<file path="src/sv/tbts_pkg.sv">
// Package for the timer bank task scheduler: shared constants, operation and
// status codes, controller states and the controller/datapath interface types.
// No dependencies.
`timescale 1ns / 1ps

package tbts_pkg;

  localparam int SLOT_COUNT_DEF = 16;

  localparam int DELAY_W  = 16;
  localparam int ID_W     = 8;
  localparam int COUNT_W  = 8;
  localparam int FUNC_W   = 2;
  localparam int STATUS_W = 2;

  localparam int S_TDATA_W = 40;  // start_delay, repeat_period, target_id
  localparam int S_TUSER_W = 2;   // func
  localparam int M_TDATA_W = 8;   // out_id
  localparam int M_TUSER_W = 3;   // status, dispatched

  localparam logic [COUNT_W-1:0] COUNT_MAX = '1;

  typedef enum logic [FUNC_W-1:0] {
    FUNC_TICK     = 2'd0,
    FUNC_ADD      = 2'd1,
    FUNC_DELETE   = 2'd2,
    FUNC_DISPATCH = 2'd3
  } func_e;

  typedef enum logic [STATUS_W-1:0] {
    STATUS_OK    = 2'd0,
    STATUS_FULL  = 2'd1,
    STATUS_EMPTY = 2'd2,
    STATUS_NONE  = 2'd3
  } status_e;

  typedef enum logic [1:0] {
    ST_IDLE,
    ST_SCAN,
    ST_RESP
  } state_e;

  // One slot record as kept in the slot memory.
  typedef struct packed {
    logic [DELAY_W-1:0] delay;
    logic [DELAY_W-1:0] period;
    logic [COUNT_W-1:0] count;
    logic [ID_W-1:0]    ident;
  } rec_t;

  typedef struct packed {
    logic load;   // latch a new item and restart the slot walk
    logic scan;   // walk the slots and act on them
    logic emit;   // load the result into the output register
  } cmd_t;

  typedef struct packed {
    logic done;      // walk finished, either by a hit or at the last slot
    logic out_free;  // output register can take a result this cycle
  } stat_t;

endpackage

</file>
<file path="src/sv/tbts_ram.sv">
// Generic single-write, single-read RAM with a registered read port.
// No dependencies.
`timescale 1ns / 1ps

module tbts_ram #(
  parameter int WIDTH = 8,
  parameter int DEPTH = 16,
  parameter int ADDR_W = (DEPTH > 1) ? $clog2(DEPTH) : 1
) (
  input  logic              clk_i,
  input  logic              we_i,
  input  logic [ADDR_W-1:0] waddr_i,
  input  logic [WIDTH-1:0]  wdata_i,
  input  logic [ADDR_W-1:0] raddr_i,
  output logic [WIDTH-1:0]  rdata_o
);

  logic [WIDTH-1:0] mem [DEPTH];
  logic [WIDTH-1:0] rdata_q;

  always_ff @(posedge clk_i) begin
    if (we_i) begin
      mem[waddr_i] <= wdata_i;
    end
    rdata_q <= mem[raddr_i];
  end

  assign rdata_o = rdata_q;

endmodule

</file>
<file path="src/sv/tbts_ctrl.sv">
// Controller of the timer bank task scheduler: sequences accept, slot walk
// and result hand-off. Depends on tbts_pkg.
`timescale 1ns / 1ps

module tbts_ctrl (
  input  logic          clk_i,
  input  logic          rst_ni,
  input  logic          s_axis_tvalid,
  output logic          s_axis_tready,
  output tbts_pkg::cmd_t cmd_o,
  input  tbts_pkg::stat_t stat_i
);
  import tbts_pkg::*;

  state_e state_q, state_d;

  always_ff @(posedge clk_i or negedge rst_ni) begin
    if (!rst_ni) begin
      state_q <= ST_IDLE;
    end else begin
      state_q <= state_d;
    end
  end

  always_comb begin
    state_d       = state_q;
    cmd_o         = '0;
    s_axis_tready = 1'b0;
    unique case (state_q)
      ST_IDLE: begin
        s_axis_tready = 1'b1;
        if (s_axis_tvalid) begin
          cmd_o.load = 1'b1;
          state_d    = ST_SCAN;
        end
      end
      ST_SCAN: begin
        cmd_o.scan = 1'b1;
        if (stat_i.done) begin
          state_d = ST_RESP;
        end
      end
      ST_RESP: begin
        if (stat_i.out_free) begin
          cmd_o.emit = 1'b1;
          state_d    = ST_IDLE;
        end
      end
      default: begin
        state_d = ST_IDLE;
      end
    endcase
  end

endmodule

</file>
<file path="src/sv/tbts_datapath.sv">
// Datapath of the timer bank task scheduler: slot memory, used bits, counters,
// the slot walk pipeline and the output register. Depends on tbts_pkg, tbts_ram.
`timescale 1ns / 1ps

module tbts_datapath #(
  parameter int SLOT_COUNT = tbts_pkg::SLOT_COUNT_DEF
) (
  input  logic                            clk_i,
  input  logic                            rst_ni,
  input  tbts_pkg::cmd_t                  cmd_i,
  output tbts_pkg::stat_t                 stat_o,
  input  logic [tbts_pkg::S_TDATA_W-1:0]  s_axis_tdata,
  input  logic [tbts_pkg::S_TUSER_W-1:0]  s_axis_tuser,
  output logic                            m_axis_tvalid,
  input  logic                            m_axis_tready,
  output logic [tbts_pkg::M_TDATA_W-1:0]  m_axis_tdata,
  output logic [tbts_pkg::M_TUSER_W-1:0]  m_axis_tuser
);
  import tbts_pkg::*;

  localparam int IDX_W = (SLOT_COUNT > 1) ? $clog2(SLOT_COUNT) : 1;
  localparam int UC_W  = $clog2(SLOT_COUNT + 1);
  localparam logic [IDX_W-1:0] LAST_IDX = IDX_W'(SLOT_COUNT - 1);
  localparam logic [UC_W-1:0]  UC_ONE   = UC_W'(1);

  // Latched item.
  func_e              func_q;
  logic [DELAY_W-1:0] delay_q;
  logic [DELAY_W-1:0] period_q;
  logic [ID_W-1:0]    target_q;

  logic [SLOT_COUNT-1:0] used_q;
  logic [UC_W-1:0]       used_cnt_q;
  logic [ID_W-1:0]       ident_q;

  // Walk: read issue side and the stage that sees the read data.
  logic [IDX_W-1:0] rd_idx_q;
  logic             rd_more_q;
  logic             p_valid_q;
  logic [IDX_W-1:0] p_idx_q;

  logic            hit_q;
  logic [ID_W-1:0] res_id_q;

  logic               out_valid_q;
  status_e            out_status_q;
  logic [ID_W-1:0]    out_id_q;
  logic               out_disp_q;

  logic [$bits(rec_t)-1:0] ram_rdata;
  rec_t rd_rec;
  rec_t wr_rec;
  rec_t tick_rec;
  logic ram_we;
  logic slot_used;
  logic act;
  logic hit_now;
  logic clear_used;
  logic set_used;
  logic last_slot;
  logic [ID_W-1:0] ident_next;
  status_e res_status;
  logic [ID_W-1:0] res_id;
  logic res_disp;

  assign rd_rec     = rec_t'(ram_rdata);
  assign slot_used  = used_q[p_idx_q];
  assign act        = cmd_i.scan && p_valid_q;
  assign last_slot  = p_valid_q && (p_idx_q == LAST_IDX);
  assign ident_next = ident_q + ID_W'(1);

  always_comb begin
    tick_rec = rd_rec;
    if (rd_rec.delay != '0) begin
      tick_rec.delay = rd_rec.delay - DELAY_W'(1);
    end
    if (tick_rec.delay == '0) begin
      if (rd_rec.count != COUNT_MAX) begin
        tick_rec.count = rd_rec.count + COUNT_W'(1);
      end
      if (rd_rec.period != '0) begin
        tick_rec.delay = rd_rec.period;
      end
    end
  end

  always_comb begin
    ram_we     = 1'b0;
    wr_rec     = rd_rec;
    hit_now    = 1'b0;
    clear_used = 1'b0;
    set_used   = 1'b0;
    if (act) begin
      unique case (func_q)
        FUNC_TICK: begin
          if (slot_used) begin
            ram_we = 1'b1;
            wr_rec = tick_rec;
          end
        end
        FUNC_ADD: begin
          if (!slot_used) begin
            hit_now      = 1'b1;
            set_used     = 1'b1;
            ram_we       = 1'b1;
            wr_rec.delay  = delay_q;
            wr_rec.period = period_q;
            wr_rec.count  = '0;
            wr_rec.ident  = ident_next;
          end
        end
        FUNC_DELETE: begin
          if (slot_used && (rd_rec.ident == target_q)) begin
            hit_now    = 1'b1;
            clear_used = 1'b1;
          end
        end
        FUNC_DISPATCH: begin
          if (slot_used && (rd_rec.count != '0)) begin
            hit_now      = 1'b1;
            ram_we       = 1'b1;
            wr_rec.count = rd_rec.count - COUNT_W'(1);
            clear_used   = (rd_rec.period == '0);
          end
        end
        default: begin
        end
      endcase
    end
  end

  assign stat_o.done     = hit_now || (cmd_i.scan && last_slot);
  assign stat_o.out_free = !out_valid_q || m_axis_tready;

  tbts_ram #(
    .WIDTH($bits(rec_t)),
    .DEPTH(SLOT_COUNT),
    .ADDR_W(IDX_W)
  ) u_slot_ram (
    .clk_i  (clk_i),
    .we_i   (ram_we),
    .waddr_i(p_idx_q),
    .wdata_i(wr_rec),
    .raddr_i(rd_idx_q),
    .rdata_o(ram_rdata)
  );

  // Item latch; payload only.
  always_ff @(posedge clk_i) begin
    if (cmd_i.load) begin
      func_q   <= func_e'(s_axis_tuser[FUNC_W-1:0]);
      delay_q  <= s_axis_tdata[DELAY_W-1:0];
      period_q <= s_axis_tdata[2*DELAY_W-1:DELAY_W];
      target_q <= s_axis_tdata[2*DELAY_W+ID_W-1:2*DELAY_W];
    end
  end

  always_ff @(posedge clk_i or negedge rst_ni) begin
    if (!rst_ni) begin
      used_q     <= '0;
      used_cnt_q <= '0;
      ident_q    <= '0;
      rd_idx_q   <= '0;
      rd_more_q  <= 1'b0;
      p_valid_q  <= 1'b0;
      p_idx_q    <= '0;
      hit_q      <= 1'b0;
      res_id_q   <= '0;
    end else begin
      if (cmd_i.load) begin
        rd_idx_q  <= '0;
        rd_more_q <= 1'b1;
        p_valid_q <= 1'b0;
        hit_q     <= 1'b0;
        res_id_q  <= '0;
      end else if (cmd_i.scan) begin
        p_valid_q <= rd_more_q;
        p_idx_q   <= rd_idx_q;
        if (rd_more_q) begin
          if (rd_idx_q == LAST_IDX) begin
            rd_more_q <= 1'b0;
          end else begin
            rd_idx_q <= rd_idx_q + IDX_W'(1);
          end
        end
      end
      if (hit_now) begin
        hit_q <= 1'b1;
        res_id_q <= (func_q == FUNC_ADD) ? ident_next : rd_rec.ident;
      end
      if (set_used) begin
        used_q[p_idx_q] <= 1'b1;
        used_cnt_q      <= used_cnt_q + UC_ONE;
        ident_q         <= ident_next;
      end
      if (clear_used) begin
        used_q[p_idx_q] <= 1'b0;
        used_cnt_q      <= used_cnt_q - UC_ONE;
      end
    end
  end

  always_comb begin
    res_status = STATUS_OK;
    res_id     = '0;
    res_disp   = 1'b0;
    unique case (func_q)
      FUNC_TICK: begin
      end
      FUNC_ADD: begin
        if (hit_q) begin
          res_id = res_id_q;
        end else begin
          res_status = STATUS_FULL;
        end
      end
      FUNC_DELETE: begin
        // A miss on a nonempty bank is not an error.
        if (!hit_q && (used_cnt_q == '0)) begin
          res_status = STATUS_EMPTY;
        end
      end
      FUNC_DISPATCH: begin
        if (hit_q) begin
          res_id   = res_id_q;
          res_disp = 1'b1;
        end else begin
          res_status = STATUS_NONE;
        end
      end
      default: begin
      end
    endcase
  end

  always_ff @(posedge clk_i or negedge rst_ni) begin
    if (!rst_ni) begin
      out_valid_q <= 1'b0;
    end else if (cmd_i.emit) begin
      out_valid_q <= 1'b1;
    end else if (m_axis_tready) begin
      out_valid_q <= 1'b0;
    end
  end

  always_ff @(posedge clk_i) begin
    if (cmd_i.emit) begin
      out_status_q <= res_status;
      out_id_q     <= res_id;
      out_disp_q   <= res_disp;
    end
  end

  assign m_axis_tvalid = out_valid_q;
  assign m_axis_tdata  = out_id_q;
  assign m_axis_tuser  = {out_disp_q, out_status_q};

endmodule

</file>
<file path="src/sv/timer_bank_task_scheduler_top.sv">
// Top level of the timer bank task scheduler: joins controller and datapath.
// Depends on tbts_pkg, tbts_ctrl, tbts_datapath (and tbts_ram below it).
`timescale 1ns / 1ps

// A bank of SLOT_COUNT task timer slots driven by one operation per input item
// (tick, add, delete, dispatch) with one result item per input item. Every
// operation walks the slot memory one slot per cycle through its registered
// read port; an item is accepted, walks the slots, and has its result
// registered once the output register is free. Add, delete and dispatch
// stop the walk at the first slot they act on; tick always visits every
// slot. One item is worked on at a time; the next is accepted once the
// result has been loaded into the output register, even while that result
// waits to be taken. No clearing pass is needed after reset: a slot's
// contents are used only while it is marked used.
module timer_bank_task_scheduler_top #(
  parameter int SLOT_COUNT = tbts_pkg::SLOT_COUNT_DEF
) (
  input  logic                           clk_i,
  input  logic                           rst_ni,
  input  logic                           s_axis_tvalid,
  output logic                           s_axis_tready,
  // start_delay[15:0], repeat_period[31:16], target_id[39:32]
  input  logic [tbts_pkg::S_TDATA_W-1:0] s_axis_tdata,
  // func[1:0]
  input  logic [tbts_pkg::S_TUSER_W-1:0] s_axis_tuser,
  output logic                           m_axis_tvalid,
  input  logic                           m_axis_tready,
  // out_id[7:0]
  output logic [tbts_pkg::M_TDATA_W-1:0] m_axis_tdata,
  // status[1:0], dispatched[2]
  output logic [tbts_pkg::M_TUSER_W-1:0] m_axis_tuser
);
  import tbts_pkg::*;

  cmd_t  cmd;
  stat_t stat;

  tbts_ctrl u_ctrl (
    .clk_i        (clk_i),
    .rst_ni       (rst_ni),
    .s_axis_tvalid(s_axis_tvalid),
    .s_axis_tready(s_axis_tready),
    .cmd_o        (cmd),
    .stat_i       (stat)
  );

  tbts_datapath #(
    .SLOT_COUNT(SLOT_COUNT)
  ) u_dp (
    .clk_i        (clk_i),
    .rst_ni       (rst_ni),
    .cmd_i        (cmd),
    .stat_o       (stat),
    .s_axis_tdata (s_axis_tdata),
    .s_axis_tuser (s_axis_tuser),
    .m_axis_tvalid(m_axis_tvalid),
    .m_axis_tready(m_axis_tready),
    .m_axis_tdata (m_axis_tdata),
    .m_axis_tuser (m_axis_tuser)
  );

endmodule

</file>
<file path="config.mk">
export PLATFORM = sky130hd
export DESIGN_NAME = timer_bank_task_scheduler_top
export DESIGN_NICKNAME = d
export VERILOG_FILES = /design/src/sv/tbts_pkg.sv /design/src/sv/tbts_ram.sv /design/src/sv/tbts_ctrl.sv /design/src/sv/tbts_datapath.sv /design/src/sv/timer_bank_task_scheduler_top.sv
export SDC_FILE = /design/constraint.sdc
export NUM_CORES = 1
export LEC_CHECK = 0
export BUFFER_PORTS_ARGS = -buffer_cell sky130_fd_sc_hd__buf_2
export CAP_MARGIN = 40
export CORE_UTILIZATION = 62
export DETAILED_ROUTE_END_ITERATION = 12
export HOLD_SLACK_MARGIN = 0.06
export PLACE_DENSITY = 0.79
export SLEW_MARGIN = 20
export SYNTH_ARGS = -nofsm -noshare
export SYNTH_HDL_FRONTEND = slang
export SYNTH_HIERARCHICAL = 1
export SYNTH_SLANG_ARGS = --single-unit
</file>
<file path="constraint.sdc">
create_clock -name clk_i -period 8.3 [get_ports clk_i]
set_clock_uncertainty 0.1 [all_clocks]
set_input_delay 0.83 -clock clk_i [delete_from_list [all_inputs] [get_ports clk_i]]
set_output_delay 0.83 -clock clk_i [all_outputs]
set_load 0.05 [all_outputs]
</file>
==> results of run 1 <==
[area by class of cell]
class                           instances  share of cell area
Sequential cell                       920               0.658
Timing Repair Buffer                  122              0.0268
Inverter                               12             0.00110
Clock inverter                         44              0.0152
Clock buffer                          125              0.0619
Tap cell                              756              0.0232
Multi-Input combinational cell        879               0.213
[layout by cell type (no fill, tap or decap), drive strengths merged, types with 15 or more instances in the layout]
| cell type | count |
|---|---|
| a21oi | 55 |
| a22oi | 99 |
| buf | 120 |
| clkbuf | 126 |
| clkinv | 24 |
| dfrtp | 51 |
| dfxtp | 48 |
| edfxtp | 821 |
| mux4 | 196 |
| nand2 | 175 |
| nand3 | 18 |
| nor2 | 56 |
| nor3 | 24 |
| nor4 | 15 |
| o21ai | 27 |
| xnor2 | 19 |
[worst max-delay path: cells and delay by family (launching register included)]
family,cells,cell delay [ns]
compound gates,2,0.76
xor+xnor,1,0.22
buf+inv,2,0.87
flops,1,0.86
mux,1,0.62
simple gates,4,1.57
[layer usage]
metal / share of wire / vias up
li1: - / 7997
met1: 0.38 / 9906
met2: 0.48 / 1273
met3: 0.10 / 197
met4: 0.034 / 0
met5: 0 / -
[Yosys cell counts (all sizes together), types with 9 or more instances]
| master | instances | area share |
|---|---|---|
| mux2 | 12 | 0.0038 |
| dfrtp | 51 | 0.035 |
| nor2b | 12 | 0.0023 |
| buf | 48 | 0.0085 |
| nor4 | 15 | 0.0030 |
| xor2 | 14 | 0.0034 |
| ha | 10 | 0.0035 |
| nand2 | 175 | 0.018 |
| inv | 12 | 0.0013 |
| nor3 | 24 | 0.0033 |
| nand2b | 9 | 0.0016 |
| nor2 | 56 | 0.0058 |
| dfxtp | 48 | 0.027 |
| mux4 | 196 | 0.12 |
| a22oi | 99 | 0.021 |
| edfxtp | 821 | 0.68 |
| a21oi | 55 | 0.0080 |
| clkbuf | 52 | 0.0057 |
| and2 | 10 | 0.0017 |
| xnor2 | 19 | 0.0046 |
| o21ai | 27 | 0.0038 |
| nand3 | 18 | 0.0025 |
| and3 | 12 | 0.0021 |
[stage by stage]
stage,cell area (µm²),hold WS [ns],power [µW],setup slack (ns)
floorplan,36000,0.348,9290,1.54
global placement,37200,0.368,10200,2.63
detailed placement,37600,0.373,10500,3.08
CTS,40700,0.229,14800,2.97
global route,40900,0.234,15300,2.67
finish,40900,0.264,14800,2.85
[sequential cells by signal, summed over array words and instances, names as in the netlist, 5 cells and up]
| register | count |
|---|---|
| u_dp/target_q | 8 |
| u_dp/u_slot_ram/mem | 768 |
| u_dp/m_axis_tdata | 8 |
| u_dp/used_cnt_q | 5 |
| u_dp/ident_q | 8 |
| u_dp/res_id_q | 8 |
| u_dp/u_slot_ram/rdata_o | 48 |
| u_dp/delay_q | 16 |
| u_dp/used_q | 16 |
| u_dp/period_q | 16 |
[kinds of logic (layout without fill, tap and decap cells)]
group	after synthesis	in the layout
AO/OA/AOI/OAI	241	241
AND/OR/NAND/NOR	381	381
XOR/XNOR	33	33
adder cells (fa/ha/maj)	11	11
buffers and inverters	112	303
flip-flops	920	920
multiplexers	213	213
[power breakdown]
part           switching [µW]  internal (µW)  leakage, µW
Combinational            2360           1530      0.00351
Sequential                462           6180      0.00850
Clock                    1710           2580      0.00152
Total                    4530          10300       0.0135
[final timing paths]
kind | slack, ns | startpoint | end | cells past startpoint
min | 0.26 | s_axis_tdata[26] | u_dp/period_q[10] | 1
min in group asynchronous | 0.60 | rst_ni | u_dp/res_id_q[7] | 2
max in group asynchronous | 6.97 | rst_ni | u_dp/rd_idx_q[0] | 3
max reg2reg | 2.85 | u_dp/p_idx_q[0] | u_dp/u_slot_ram/mem[11][8] | 10
max | 2.85 | u_dp/p_idx_q[0] | u_dp/u_slot_ram/mem[11][8] | 10
min reg2reg | 0.39 | u_dp/used_cnt_q[4] | u_dp/used_cnt_q[4] | 1
==> summary.md, run 1 <==
| Metric | Value |
|---|---|
| Slew @ Worst Pin | 0.904 ns |
| GR Util met1 | 0.405 |
| Worst skew pair latency | 0.64 ns |
| Final setup viols | 0 |
| Area of the core | 56900 µm² |
| Gpl congestion | 0.905 |
| Worst Hold Class | input port to flip-flop |
| Status | finished clean |
| Post-synth EDFFs | 821 |
| Synthesized netlist net count | 1968 |
| Ports | 59 |
| DIE AREA | 59100 µm² |
| Slew Limit Fails | 0 |
| Share of cells above drive strength 1 | 0.244 |
| First-pass GRT wire length | 125 mm |
| CTS Sinks | 920 |
| Fin crit share | 0.657 |
| H-Tree Level Count | 3 |
| DPL Wire Length | 45.1 mm |
| Inst Count DP | 2681 |
| Cell Rows | 87 |
| CP Data Required Time | 8.46 ns |
| Routed Wire Length | 83.1 mm |
| Clock buffer depth | 3 |
| Multi-input logic area | 8720 µm² |
| Final hold violation count | 0 |
| Antenna cells | 0 |
| Starting Density | 0.633 |
| Synth warn | 6 |
| Post-synthesis average cell area | 18.9 µm² |
| Post-Synth Adder-Cell Area | 0.00403 |
| PD cells | 363 nW/µm² |
| Pin count of the biggest net entering global routing | 134 |
| Sum Neg Setup Slack | 0 ns |
| CP max-delay cell | dfrtp_1 |
| Final #Nets | 2082 |
| Average via count per standard cell | 6.78 |
| Gate Count Post-Synth | 1911 |
| DR WL/cell | 29.1 µm |
| Layout overhead on the synthesized area | 13.4% |
| I/O Buffers | 58 |
| Compound-Gate Fraction of Synth Area | 0.0462 |
| TritonCTS buffer count | 90 |
| Static Leak | 0.0135 µW |
| Die width | 243 µm |
| CP Class | flip-flop to flip-flop |
| Simple-gate share of the synthesized area | 0.0521 |
| CTS Root Cell | clkbuf_16 |
| Detail Route Antenna Nets | 0 |
| Worst stage delay on the critical path | 0.86 ns |
| GRT busiest layer | met2 |
| WP data arrival | 5.61 ns |
| CTS tree | yes |
| CP Cell Sequence | mux4_2 -> a22oi_1 -> nand2_1 -> buf_16 -> xnor2_1 -> nor2_1 -> a211oi_1 -> nand3b_1 -> nor2_4 -> buf_4 |
| Maxcap violations | 0 |
| Main combinational cell family by area after synthesis | multiplexers |
| Overall Global Routing Usage | 0.287 |
| Finished Core Util | 0.718 |
| Achievable clock frequency | 183 MHz |
| Met2 Use GR | 0.452 |
| Startpoint Class | flip-flop |
| Slew margin rel. | 0.397 |
| Hold Buf Count CTS | 1 |
| Iteration-0 DRC Markers | 2376 |
| Detailed Routing Iterations Pass 1 | 6 |
| Clk pin slew, worst setup/hold paths | 0.06 ns |
| Sequential share of the synthesized area | 0.746 |
| GRT overflow | 0 |
| Xor/xnor share of the synthesized area | 0.00802 |
| Drt drc | 0 |
| Worst vdd ir | 0.320 mV |
| Critical Path Fanout Max | 30 |
| Asr flop ratio synth | 0.0554 |
| Unique cell type count in the Yosys netlist | 78 |
| DR vias | 19.4k |
| Critical path capture point type | flip-flop |
| FILL cells | 3192 |
| Setup Buffers After CTS | 0 |
| Synth Register Bits | 920 |
| Mapped Area | 36000 µm² |
| Number of global-route vias before repair | 19.8k |
| Fin cells | 2858 |
| Sequential standard cell area | 26900 µm² |
| Height of the die | 243 µm |
| GR Layer Usage met3 | 0.0603 |
| Unrepaired setup endpoints after global routing | false |
| Top_reg_cell synth | edfxtp_1 |
| Initial antenna violation count | 0 |
| Multiplexer share of the synthesized area | 0.128 |
| Final min period | 5.45 ns |
| Post-CTS resize count | 0 |
Power figures use the tool's default switching activity.
==> inputs of run 2 (changes only) <==
Settings changed: ABC_AREA set to 1, CORE_UTILIZATION 62 to 57, PLACE_DENSITY 0.79 to 0.76.
Clock period 8.3 ns to 4.9 ns, I/O delays scaled along.
==> summary.md, run 2 <==
| Metric | Value |
|---|---|
| Number of global-route vias before repair | 27.9k |
| Ports | 59 |
| Slew margin rel. | 0.356 |
| Commonest non-fill, non-tap cells in the layout | nand2_1 (1319), edfxtp_1 (821), inv_1 (684) |
| DR vias | 28.9k |
| Max FFs per register | 768 |
| DIE AREA | 72900 µm² |
| Synthesized netlist net count | 4181 |
| Sum Neg Setup Slack | 0 ns |
| Unique cell type count in the Yosys netlist | 50 |
| Static Leak | 0.0198 µW |
| Multiplexer share of the synthesized area | 0.000244 |
| Switching portion of total power | 0.382 |
| GRT overflow | 0 |
| Reg power frac | 0.405 |
| Post-Synth Adder-Cell Area | 0.00354 |
| Sequential share of the synthesized area | 0.657 |
| I/O Buffers | 58 |
| Startpoint Class | flip-flop |
| Antenna cells | 0 |
| TritonCTS buffer count | 93 |
| Worst Hold Class | input port to async pin |
| Xor/xnor share of the synthesized area | 0.00406 |
| Detail Route Antenna Nets | 0 |
| Routed Wire Length | 103 mm |
| Int Power | 17100 µW |
| Top-count cell post-synth | nand2_1 |
| Design area | 45800 µm² |
| Layout overhead on the synthesized area | 11.9% |
| Compound-Gate Fraction of Synth Area | 0.0229 |
| Clock buffer depth | 3 |
| Area of the core | 70500 µm² |
| Most common cell after layout, fill and taps aside | nand2_1 |
| Final min period | 3.84 ns |
| Achievable clock frequency | 260 MHz |
| DPL Wire Length | 58.1 mm |
| Drt drc | 0 |
| Height of the die | 270 µm |
| Switching power | 10500 µW |
| Post-CTS resize count | 0 |
| Top cells by area, synth | edfxtp_1 (60%), nand2_1 (12%), nand3_1 (7.8%) |
| Final setup viols | 0 |
| CTS Root Cell | clkbuf_16 |
| Iteration-0 DRC Markers | 3125 |
| Slew Limit Fails | 0 |
| CP Data Required Time | 5.13 ns |
| Average via count per standard cell | 5.51 |
| Final Power | 27600 µW |
| CP Cell Sequence | inv_1 -> nor2_1 -> a22oi_1 -> nand2_1 -> nand2_1 -> nand2_1 -> inv_2 -> nand2_2 -> nand2_2 -> nor2_2 -> o31ai_1 -> inv_1 -> nand3b_1 -> nor2_4 -> buf_4 |
| Clock power frac | 0.253 |
| Buf/Inv on CP | 4 |
| Yosys top cell area share | 0.602 |
| DR WL/cell | 19.7 µm |
| Worst vdd ir | 0.842 mV |
| Starting Density | 0.581 |
| WP data arrival | 4.07 ns |
| CTS tree | yes |
| Simple-gate share of the synthesized area | 0.221 |
| Critical path capture point type | flip-flop |
| Worst stage delay on the critical path | 0.60 ns |
| Setup Buffers After CTS | 0 |
| H-Tree Level Count | 3 |
| CP Class | flip-flop to flip-flop |
| Post-synth EDFFs | 821 |
| Crit path top cell by count | nand2_1 |
| Synth Register Bits | 920 |
| Final hold violation count | 0 |
| FILL cells | 5280 |
| Gpl congestion | 0.908 |
| Status | finished clean |
| Placed cell areas | 42300 µm² |
| Maxcap violations | 0 |
| CP max-delay cell | nor2_4 |
| Critical Path Fanout Max | 21 |
| Slew @ Worst Pin | 0.966 ns |
| Pin count of the biggest net entering global routing | 178 |
| Gate Count Post-Synth | 4124 |
| Detailed Routing Iterations Pass 1 | 6 |
| Clk pin slew, worst setup/hold paths | 0.06 ns |
| Main combinational cell family by area after synthesis | simple AND/OR/NAND/NOR gates |
| CTS Sinks | 920 |
| Unrepaired setup endpoints after global routing | false |
| Worst skew pair latency | 0.67 ns |
| Synth area leader | edfxtp_1 |
| Cell Rows | 97 |
| Final #Nets | 4281 |
| Reg with most FFs | u_dp/u_slot_ram/mem |
| Asr flop ratio synth | 0.0554 |
| Crit-path leading delay family | simple AND/OR/NAND/NOR gates |
| Mapped Area | 41000 µm² |
| Post-synthesis average cell area | 9.93 µm² |
| Overall Global Routing Usage | 0.284 |
| First-pass GRT wire length | 159 mm |
| Initial antenna violation count | 0 |
| Share of cells above drive strength 1 | 0.0830 |
| PD cells | 603 nW/µm² |
| Top_reg_cell synth | edfxtp_1 |
| Synth warn | 6 |
| Hold Buf Count CTS | 45 |
| Die width | 270 µm |
| Fin crit share | 0.784 |
| Commonest cells post-synth | nand2_1 (1319), edfxtp_1 (821), inv_1 (687) |
| Combinational power share | 0.341 |
==> run 2: final cells by class <==
cell class                      instances  area [µm²]  share of cell area
Clock buffer                          130        2590              0.0565
Tap cell                              940        1180              0.0257
Clock inverter                         43         453             0.00989
Timing Repair Buffer                  191        1640              0.0358
Inverter                              695        2630              0.0574
Sequential cell                       920       26900               0.587
Multi-Input combinational cell       2323       10400               0.228
==> run 2: power by group through the flow <==
| stage | Sequential (µW) | Combinational (µW) | Clock [µW] |
|---|---|---|---|
| 3_5_place_dp | 11300 | 9190 | 0 |
| 3_3_place_gp | 11400 | 8810 | 0 |
| 2_1_floorplan | 11000 | 6530 | 0 |
| 6_report | 11200 | 9430 | 7000 |
| 5_1_grt | 11200 | 10300 | 7380 |
| 4_1_cts | 11200 | 9280 | 7070 |
==> run 2: path summary, 6_finish.rpt <==
check | from | end | slack [ns] | cells past startpoint
setup / recovery | u_dp/p_idx_q[1] | u_dp/u_slot_ram/mem[8][17] | 1.06 | 15
hold / removal | rst_ni | u_dp/res_id_q[5] | 0.40 | 3
setup reg to reg | u_dp/p_idx_q[1] | u_dp/u_slot_ram/mem[8][17] | 1.06 | 15
hold reg to reg | u_dp/m_axis_tvalid | u_dp/m_axis_tvalid | 0.41 | 2
max in group asynchronous | rst_ni | u_dp/rd_idx_q[0] | 3.78 | 3
min in group clk_i | u_dp/m_axis_tvalid | u_dp/m_axis_tvalid | 0.41 | 2
==> run 2: metrics by stage <==
step           hold WS [ns]  utilization  std cells  setup slack, ns
2_1_floorplan        0.0944            -       4124            0.471
3_5_place_dp          0.397        0.600       5021             1.08
4_1_cts               0.392        0.649       5239             1.08
5_1_grt               0.395        0.650       5242            0.800
6_report              0.401        0.650       5242             1.06
3_3_place_gp          0.383        0.597       5007             1.12
==> run 2: cells by family after synthesis <==
group | after synthesis
AOI/OAI and AO/OA | 162
xor gates and xnor gates | 19
adders and majority gates | 11
buffers and inverters | 881
DFF | 920
muxes | 1
and+or+nand+nor | 2130
==> run 2: worst min-delay path, stage by stage <==
cell and delay (ns):
dlygate4sd3_1 0.52, buf_2 0.10, buf_4 0.53
==> run 2: layer usage <==
| layer | up-vias | part of all wire | global-route usage |
|---|---|---|---|
| li1 | 13600 | - | - |
| met2 | 1403 | 0.48 | 0.466 |
| met5 | - | 0 | 0 |
| met1 | 13700 | 0.40 | 0.386 |
| met4 | 0 | 0.036 | 0.109 |
| met3 | 249 | 0.082 | 0.0384 |
